File: src/design/abs_pkg.sv
// shared types and constants of the alternating bit sender
// no dependencies

package abs_pkg;

  localparam int unsigned PayloadW = 160;
  localparam int unsigned SumW     = 8;
  localparam int unsigned EntryW   = PayloadW + SumW;
  localparam int unsigned TimerW   = 16;

  localparam logic [7:0]        AckField     = 8'h00;
  localparam logic [TimerW-1:0] TimeoutReset = 16'd20;

  typedef enum logic [1:0] {
    CMD_MSG = 2'd0,
    CMD_ACK = 2'd1,
    CMD_TMO = 2'd2,
    CMD_NOP = 2'd3
  } cmd_e;

  typedef enum logic [2:0] {
    ST_OK          = 3'd0,
    ST_MISMATCH    = 3'd1,
    ST_CHECKSUM    = 3'd2,
    ST_NOT_WAITING = 3'd3,
    ST_FULL        = 3'd4
  } status_e;

  // where the packet of a beat comes from
  typedef enum logic [1:0] {
    SRC_NONE  = 2'd0,
    SRC_INPUT = 2'd1,
    SRC_QUEUE = 2'd2,
    SRC_LAST  = 2'd3
  } src_e;

  // control carried from the decode stage to the result stage
  typedef struct packed {
    src_e            src;
    logic            seq;
    logic [SumW-1:0] sum;
    logic            stop;
    status_e         status;
  } s1_ctrl_t;

endpackage

File: src/design/alternating_bit_sender_top.sv
// alternating bit sender: an input beat goes through the decode stage, registered
// together with the queue ram read, and then the result register; one beat per
// cycle is sustained while the result side keeps up, set by the decode stage
// with its single queue ram access. reset leaves the sender idle with an empty
// queue, sequence bits 0 and timeout 20; queue entries need no clearing pass
// depends on abs_pkg and abs_ram

module alternating_bit_sender_top
  import abs_pkg::*;
#(
  parameter int unsigned QUEUE_DEPTH = 16
) (
  input  logic                clk_i,
  input  logic                rst_ni,
  // configuration write
  input  logic                cfg_valid_i,
  output logic                cfg_ready_o,
  input  logic [TimerW-1:0]   cfg_data_i,
  // event input
  input  logic                in_valid_i,
  output logic                in_ready_o,
  input  logic [1:0]          command_i,
  input  logic [63:0]         payload_low_i,
  input  logic [63:0]         payload_mid_i,
  input  logic [31:0]         payload_high_i,
  input  logic [7:0]          ack_seq_field_i,
  input  logic [7:0]          ack_number_i,
  input  logic [7:0]          ack_checksum_i,
  // result output
  output logic                out_valid_o,
  input  logic                out_ready_i,
  output logic                send_valid_o,
  output logic                send_seq_o,
  output logic [7:0]          send_ack_o,
  output logic [7:0]          send_checksum_o,
  output logic [63:0]         send_payload_low_o,
  output logic [63:0]         send_payload_mid_o,
  output logic [31:0]         send_payload_high_o,
  output logic                timer_start_o,
  output logic [TimerW-1:0]   timer_load_o,
  output logic                timer_stop_o,
  output logic [2:0]          status_o
);

  localparam int unsigned PtrW = (QUEUE_DEPTH > 1) ? $clog2(QUEUE_DEPTH) : 1;
  localparam int unsigned CntW = $clog2(QUEUE_DEPTH + 1);

  function automatic logic [PtrW-1:0] wrap_inc(input logic [PtrW-1:0] p);
    if (p == PtrW'(QUEUE_DEPTH - 1)) begin
      return '0;
    end
    return p + 1'b1;
  endfunction

  // 8-bit sum over the 20 payload bytes, as four groups of five
  function automatic logic [SumW-1:0] byte_sum(input logic [PayloadW-1:0] w);
    logic [SumW-1:0] part [4];
    logic [SumW-1:0] s;
    for (int g = 0; g < 4; g++) begin
      part[g] = '0;
      for (int b = 0; b < 5; b++) begin
        part[g] = part[g] + w[(g*5+b)*8 +: 8];
      end
    end
    s = (part[0] + part[1]) + (part[2] + part[3]);
    return s;
  endfunction

  // configuration register
  logic [TimerW-1:0] timeout_q;

  assign cfg_ready_o = 1'b1;

  always_ff @(posedge clk_i or negedge rst_ni) begin
    if (!rst_ni) begin
      timeout_q <= TimeoutReset;
    end else if (cfg_valid_i) begin
      timeout_q <= cfg_data_i;
    end
  end

  // sender state
  logic            waiting_q, waiting_d;
  logic            next_seq_q, next_seq_d;
  logic            cur_seq_q, cur_seq_d;
  logic [PtrW-1:0] head_q, head_d;
  logic [PtrW-1:0] tail_q, tail_d;
  logic [CntW-1:0] count_q, count_d;

  // pipeline registers
  logic                s1_valid_q;
  s1_ctrl_t            s1_ctrl_q, s1_ctrl_d;
  logic [PayloadW-1:0] s1_payload_q;
  logic                out_valid_q;
  logic [PayloadW-1:0] last_payload_q;
  logic [SumW-1:0]     last_sum_q;

  logic                in_acc;
  logic                s1_move;
  logic [PayloadW-1:0] in_payload;
  logic [SumW-1:0]     in_bsum;
  logic [SumW-1:0]     msg_sum;
  logic [SumW-1:0]     ack_sum;
  logic                ram_we;
  logic                ram_re;
  logic [EntryW-1:0]   ram_rdata;
  cmd_e                cmd;

  assign in_payload = {payload_high_i, payload_mid_i, payload_low_i};
  assign in_bsum    = byte_sum(in_payload);
  assign msg_sum    = in_bsum + SumW'(next_seq_q);
  assign ack_sum    = in_bsum + ack_seq_field_i + ack_number_i;
  assign cmd        = cmd_e'(command_i);

  assign s1_move    = s1_valid_q && (!out_valid_q || out_ready_i);
  assign in_ready_o = !s1_valid_q || !out_valid_q || out_ready_i;
  assign in_acc     = in_valid_i && in_ready_o;

  // decode stage: checks, queue bookkeeping and memory access
  always_comb begin
    waiting_d  = waiting_q;
    next_seq_d = next_seq_q;
    cur_seq_d  = cur_seq_q;
    head_d     = head_q;
    tail_d     = tail_q;
    count_d    = count_q;
    ram_we     = 1'b0;
    ram_re     = 1'b0;
    s1_ctrl_d  = '{src: SRC_NONE, seq: 1'b0, sum: '0, stop: 1'b0, status: ST_OK};
    if (in_acc) begin
      unique case (cmd)
        CMD_MSG: begin
          if (count_q == CntW'(QUEUE_DEPTH)) begin
            s1_ctrl_d.status = ST_FULL;
          end else begin
            next_seq_d = ~next_seq_q;
            if (waiting_q) begin
              ram_we  = 1'b1;
              tail_d  = wrap_inc(tail_q);
              count_d = count_q + 1'b1;
            end else begin
              // idle implies an empty queue: send straight away
              s1_ctrl_d.src = SRC_INPUT;
              s1_ctrl_d.seq = next_seq_q;
              s1_ctrl_d.sum = msg_sum;
              waiting_d     = 1'b1;
              cur_seq_d     = next_seq_q;
            end
          end
        end
        CMD_ACK: begin
          if (ack_number_i != {7'd0, cur_seq_q}) begin
            s1_ctrl_d.status = ST_MISMATCH;
          end else if (ack_sum != ack_checksum_i) begin
            s1_ctrl_d.status = ST_CHECKSUM;
          end else if (!waiting_q) begin
            s1_ctrl_d.status = ST_NOT_WAITING;
          end else begin
            s1_ctrl_d.stop = 1'b1;
            if (count_q != '0) begin
              // queued sequence bits alternate, so the head follows the last sent
              ram_re        = 1'b1;
              s1_ctrl_d.src = SRC_QUEUE;
              s1_ctrl_d.seq = ~cur_seq_q;
              cur_seq_d     = ~cur_seq_q;
              head_d        = wrap_inc(head_q);
              count_d       = count_q - 1'b1;
            end else begin
              waiting_d = 1'b0;
            end
          end
        end
        CMD_TMO: begin
          if (!waiting_q) begin
            s1_ctrl_d.status = ST_NOT_WAITING;
          end else begin
            s1_ctrl_d.src = SRC_LAST;
            s1_ctrl_d.seq = cur_seq_q;
          end
        end
        default: begin
          s1_ctrl_d.status = ST_OK;
        end
      endcase
    end
  end

  always_ff @(posedge clk_i or negedge rst_ni) begin
    if (!rst_ni) begin
      waiting_q  <= 1'b0;
      next_seq_q <= 1'b0;
      cur_seq_q  <= 1'b0;
      head_q     <= '0;
      tail_q     <= '0;
      count_q    <= '0;
    end else begin
      waiting_q  <= waiting_d;
      next_seq_q <= next_seq_d;
      cur_seq_q  <= cur_seq_d;
      head_q     <= head_d;
      tail_q     <= tail_d;
      count_q    <= count_d;
    end
  end

  // queue memory: payload and checksum per entry
  abs_ram #(
    .Width (EntryW),
    .Depth (QUEUE_DEPTH)
  ) u_queue_ram (
    .clk_i   (clk_i),
    .we_i    (ram_we),
    .waddr_i (tail_q),
    .wdata_i ({msg_sum, in_payload}),
    .re_i    (ram_re),
    .raddr_i (head_q),
    .rdata_o (ram_rdata)
  );

  // stage 1 occupancy
  always_ff @(posedge clk_i or negedge rst_ni) begin
    if (!rst_ni) begin
      s1_valid_q <= 1'b0;
    end else if (in_acc) begin
      s1_valid_q <= 1'b1;
    end else if (s1_move) begin
      s1_valid_q <= 1'b0;
    end
  end

  always_ff @(posedge clk_i) begin
    if (in_acc) begin
      s1_ctrl_q    <= s1_ctrl_d;
      s1_payload_q <= in_payload;
    end
  end

  // packet selection for the result beat
  logic [PayloadW-1:0] pkt_payload;
  logic [SumW-1:0]     pkt_sum;
  logic                pkt_send;

  always_comb begin
    pkt_payload = '0;
    pkt_sum     = '0;
    pkt_send    = 1'b1;
    case (s1_ctrl_q.src)
      SRC_INPUT: begin
        pkt_payload = s1_payload_q;
        pkt_sum     = s1_ctrl_q.sum;
      end
      SRC_QUEUE: begin
        pkt_payload = ram_rdata[PayloadW-1:0];
        pkt_sum     = ram_rdata[EntryW-1:PayloadW];
      end
      SRC_LAST: begin
        pkt_payload = last_payload_q;
        pkt_sum     = last_sum_q;
      end
      default: begin
        pkt_send = 1'b0;
      end
    endcase
  end

  // last sent packet, updated as each sending beat leaves stage 1
  always_ff @(posedge clk_i) begin
    if (s1_move && pkt_send) begin
      last_payload_q <= pkt_payload;
      last_sum_q     <= pkt_sum;
    end
  end

  // output register
  always_ff @(posedge clk_i or negedge rst_ni) begin
    if (!rst_ni) begin
      out_valid_q <= 1'b0;
    end else if (s1_move) begin
      out_valid_q <= 1'b1;
    end else if (out_ready_i) begin
      out_valid_q <= 1'b0;
    end
  end

  always_ff @(posedge clk_i) begin
    if (s1_move) begin
      send_valid_o        <= pkt_send;
      send_seq_o          <= pkt_send & s1_ctrl_q.seq;
      send_checksum_o     <= pkt_sum;
      send_payload_low_o  <= pkt_payload[63:0];
      send_payload_mid_o  <= pkt_payload[127:64];
      send_payload_high_o <= pkt_payload[159:128];
      timer_start_o       <= pkt_send;
      timer_load_o        <= pkt_send ? timeout_q : '0;
      timer_stop_o        <= s1_ctrl_q.stop;
      status_o            <= s1_ctrl_q.status;
    end
  end

  assign out_valid_o = out_valid_q;
  assign send_ack_o  = AckField;

  // checks on queue bookkeeping and the held memory read
  a_count_bound: assert property (@(posedge clk_i) disable iff (!rst_ni)
    count_q <= CntW'(QUEUE_DEPTH))
    else $error("queue count above depth");

  a_idle_empty: assert property (@(posedge clk_i) disable iff (!rst_ni)
    !waiting_q |-> count_q == '0)
    else $error("idle sender with queued packets");

  a_ram_one_port: assert property (@(posedge clk_i) disable iff (!rst_ni)
    !(ram_we && ram_re))
    else $error("queue read and write in one cycle");

  a_read_held: assert property (@(posedge clk_i) disable iff (!rst_ni)
    (s1_valid_q && !s1_move) |-> !ram_re)
    else $error("queue read data overwritten while stage 1 stalls");

  a_dequeue_lands: assert property (@(posedge clk_i) disable iff (!rst_ni)
    ram_re |=> (s1_valid_q && s1_ctrl_q.src == SRC_QUEUE))
    else $error("queue read without matching stage 1 beat");

endmodule

File: src/design/abs_ram.sv
// generic single write port, single read port ram with registered read data
// no dependencies

module abs_ram #(
  parameter int unsigned Width = 8,
  parameter int unsigned Depth = 16,
  localparam int unsigned AddrW = (Depth > 1) ? $clog2(Depth) : 1
) (
  input  logic                     clk_i,
  input  logic                     we_i,
  input  logic [AddrW-1:0]         waddr_i,
  input  logic [Width-1:0]         wdata_i,
  input  logic                     re_i,
  input  logic [AddrW-1:0]         raddr_i,
  output logic [Width-1:0]         rdata_o
);

  logic [Width-1:0] mem [Depth];
  logic [Width-1:0] rdata_q;

  // write port
  always_ff @(posedge clk_i) begin
    if (we_i) begin
      mem[waddr_i] <= wdata_i;
    end
  end

  // read port, data holds while re_i is low
  always_ff @(posedge clk_i) begin
    if (re_i) begin
      rdata_q <= mem[raddr_i];
    end
  end

  assign rdata_o = rdata_q;

endmodule

File: config.mk
export PLATFORM = sky130hd
export DESIGN_NAME = alternating_bit_sender_top
export DESIGN_NICKNAME = d
export VERILOG_FILES = /design/src/design/abs_pkg.sv /design/src/design/alternating_bit_sender_top.sv /design/src/design/abs_ram.sv
export SDC_FILE = /design/constraint.sdc
export NUM_CORES = 2
export LEC_CHECK = 0
export BUFFER_PORTS_ARGS = -buffer_cell sky130_fd_sc_hd__buf_2
export CAP_MARGIN = 20
export CORE_ASPECT_RATIO = 0.75
export CORE_MARGIN = 3
export CORE_UTILIZATION = 31
export CTS_CLUSTER_DIAMETER = 50
export CTS_CLUSTER_SIZE = 28
export DETAILED_ROUTE_END_ITERATION = 8
export GPL_TIMING_DRIVEN = 0
export PLACE_DENSITY = 0.55
export SYNTH_ARGS = -nofsm -noshare
export SYNTH_HDL_FRONTEND = slang
export SYNTH_SLANG_ARGS = --single-unit
File: constraint.sdc
create_clock -name clk_i -period 20.7 [get_ports clk_i]
set_input_delay 2.07 -clock clk_i [delete_from_list [all_inputs] [get_ports clk_i]]
set_output_delay 2.07 -clock clk_i [all_outputs]
set_load 0.005 [all_outputs]
==> reports/qor.txt <==
Status = finished clean
Routability congestion estimate = 0.7886
Max-slew violation count = 0
DIE AREA = 435600 um2
Die height = 572.3 um
Clk_skew = 0.04609 ns
Unique masters post-synth = 51
FF+latch area = 102600 um2
First-pass GRT wire length = 542000 um
Gate Count Post-Synth = 6528
FP Rows = 207
Critical path data arrival time = 10.79 ns
Layout cells sized above 1 = 22.63%
Max Fclk = 97.88 MHz
Area leader, netlist = edfxtp_1
Final WS setup = 10.48 ns
Wire length after detailed routing = 390900 um
Vias in the first global route = 67890
Detailed Routing Iterations Pass 1 = 8
Nets = 7807
Area delta synth->final = 18.24%
Synth top area cells = edfxtp_1 77%, mux4_2 5.7%, mux2i_1 5.1%, a221oi_1 2.2%, fa_1 1.8%
Hold path depth = 0
CP max FO = 52
Initial antenna violation count = 89
IR Drop Worst-Case VDD = 0.6105 mV
Reg clk slew, reported paths = 0.07 ns
Tot GR Track Use = 17.44%
CTS Buf Count = 323
Leakage = 49.20 nW
Top-count cell post-synth = edfxtp_1
Core area = 425000 um2
Crit path time final = 10.22 ns
Setup Crit Path Kind = in -> reg
Post-DP HPWL = 267200 um
Clk Tree Root Cell = clkbuf_16
Crit. End Element = flip-flop
Initial Util = 31.19%
Final Hold Fails = 0
Worst rel slew slack = 18.26%
CTS sink count = 3423
Worst min path class = reg -> reg
Max_cap viols = 0
Final ANT Viol Nets = 0
Initial DRC count = 8102
Setup bufs post-CTS = 0
Power Density = 150.0 nW/um2
CP Data Required Time = 21.27 ns
Synth top area share = 76.77%
Setup-failing EPs final = 0
H-Tree Depth = 5
Crit share post-route = 49.35%
I/O Pins = 409
Unrepaired setup endpoints after global routing = false
Clock latency at the later pin of the worst-skew pair = 0.95 ns
Sequential share of the synthesized area = 77.41%
WL/cell = 29.19 um
Number of synthesized flops with an enable pin = 3389
DR vias/cell = 5.134
Ys Warns = 0
FILL cells = 38500
FFs w/ async S/R, synth = 0.9933%
I/O Buffers = 397
CTS tree = done
Setup slack at placement = 9.385 ns
Reg2reg path depth = 13
Vias = 68770
Max Buffers Root-to-Sink = 4
Commonest cells in the netlist = 3389 x edfxtp_1, 672 x mux2i_1, 336 x a221oi_1, 336 x mux4_2, 266 x clkbuf_1
Startpoint types = input port
# hold bufs at CTS = 0
Ys flop type = edfxtp_1
Post-CTS sizing = 0
Multi-input gate area = 28070 um2
Post-route DRC = 0
Worst-Margin Slew = 1.226 ns
Die X-Extent = 761.1 um
Setup TNS = 0 ns
Yosys reg bits = 3423
Synth Cell Area = 132600 um2
Largest net degree at the start of global routing = 65
Syn avg cell area = 20.31 um2
GR Overflow Total = 0
Total Power = 0.02352 W
per-layer routing:
metal	GRT usage [%]	part of all wire (%)
met4	3.796	2.2
met1	25.29	44
met5	0	0.074
met2	27.37	46
met3	3.226	7.7
worst max-delay path, stage by stage:
cell	delay (ns)
buf_2	0.24
fa_1	0.66
inv_1	0.08
fa_1	0.64
fa_1	0.50
fa_1	0.60
fa_1	0.44
fa_1	0.49
inv_1	0.05
fa_1	0.51
inv_1	0.06
fa_1	0.40
inv_1	0.07
a21oi_1	0.05
o21bai_1	0.19
xor2_1	0.42
inv_1	0.27
fa_1	0.55
inv_1	0.04
ha_1	0.31
a21o_1	0.17
a21oi_1	0.17
xnor2_1	0.19
xnor2_2	0.18
and2_4	0.65
buf_16	0.30
buf_16	0.28
through the flow:
| stage | cells | utilization, % | instance area [um2] | hold slack, ns |
|---|---|---|---|---|
| global route | 13370 | 36.87 | 156700 | 0.4410 |
| finish | 13400 | 36.88 | 156700 | 0.4248 |
| detailed placement | 12750 | 34.10 | 145000 | 0.4089 |
| global placement | 12580 | 33.32 | 141600 | 0.4113 |
| CTS | 13350 | 36.81 | 156500 | 0.4257 |
| floorplan | 6535 | - | 132600 | 0.4003 |
report_power, final:
| group | total, W | switching (W) | internal, W |
|---|---|---|---|
| clock | 0.00633 | 0.00305 | 0.00328 |
| sequential | 0.00942 | 0.0000724 | 0.00935 |
| combinational | 0.00777 | 0.00501 | 0.00275 |
| total | 0.0235 | 0.00813 | 0.0154 |
area by class of cell:
class	count	share of cell area, %
Clock inverter	264	2.088
Inverter	154	0.3736
Tap cell	5643	4.504
Buffer	359	0.9076
Multi-Input combinational cell	2599	17.91
Antenna cell	31	0.04949
Timing Repair Buffer	587	3.448
Sequential cell	3423	65.47
Clock buffer	335	5.253
flip-flops by register name (all words and copies together) (netlist names), 3 cells and up:
register             cells
head_q                   4
timeout_q               16
tail_q                   4
s1_ctrl_q               15
send_payload_mid_o      64
status_o                 3
s1_payload_q           160
send_checksum_o          8
send_payload_high_o     32
u_queue_ram.mem       2688
last_sum_q               8
timer_load_o            16
send_payload_low_o      64
u_queue_ram.rdata_o    168
last_payload_q         160
count_q                  5
layout by cell type (no fill, tap or decap), types with 21 or more instances in the layout:
| cell | n |
|---|---|
| a22oi_1 | 168 |
| buf_16 | 66 |
| inv_12 | 24 |
| inv_8 | 34 |
| a221oi_1 | 336 |
| nand2_1 | 185 |
| clkbuf_16 | 328 |
| nor2b_1 | 21 |
| buf_4 | 21 |
| ha_1 | 34 |
| a22o_1 | 168 |
| mux2_2 | 184 |
| clkinv_4 | 24 |
| buf_2 | 399 |
| mux2i_1 | 672 |
| edfxtp_1 | 3389 |
| buf_1 | 80 |
| clkbuf_1 | 251 |
| mux4_2 | 336 |
| xnor2_1 | 50 |
| inv_1 | 152 |
| buf_8 | 35 |
| clkinv_8 | 51 |
| diode_2 | 31 |
| fa_1 | 119 |
| inv_6 | 49 |
| dfrtp_1 | 32 |
| o21ai_0 | 179 |
| buf_6 | 66 |
| clkbuf_2 | 22 |
path summary, 6_finish.rpt:
kind / startpoint / endpoint / slack (ns)
min: s1_ctrl_q[2] / status_o[2] / 0.42
max reg2reg: count_q[1] / u_queue_ram.mem[11][85] / 16.39
min in group asynchronous: rst_ni / out_valid_o / 1.33
max in group asynchronous: rst_ni / tail_q[2] / 18.74
max: payload_mid_i[34] / u_queue_ram.rdata_o[49] / 10.48
min reg2reg: s1_ctrl_q[2] / status_o[2] / 0.42
kinds of logic after synthesis:
kind of cell / synth area share (%)
muxes: 12.37
buffers and inverters: 1.488
DFF: 77.41
other: 0.005665
and+or+nand+nor: 0.9835
xor gates and xnor gates: 0.4908
adders and majority gates: 2.118
AOI/OAI and AO/OA: 5.132
Power figures use the tool's default switching activity.
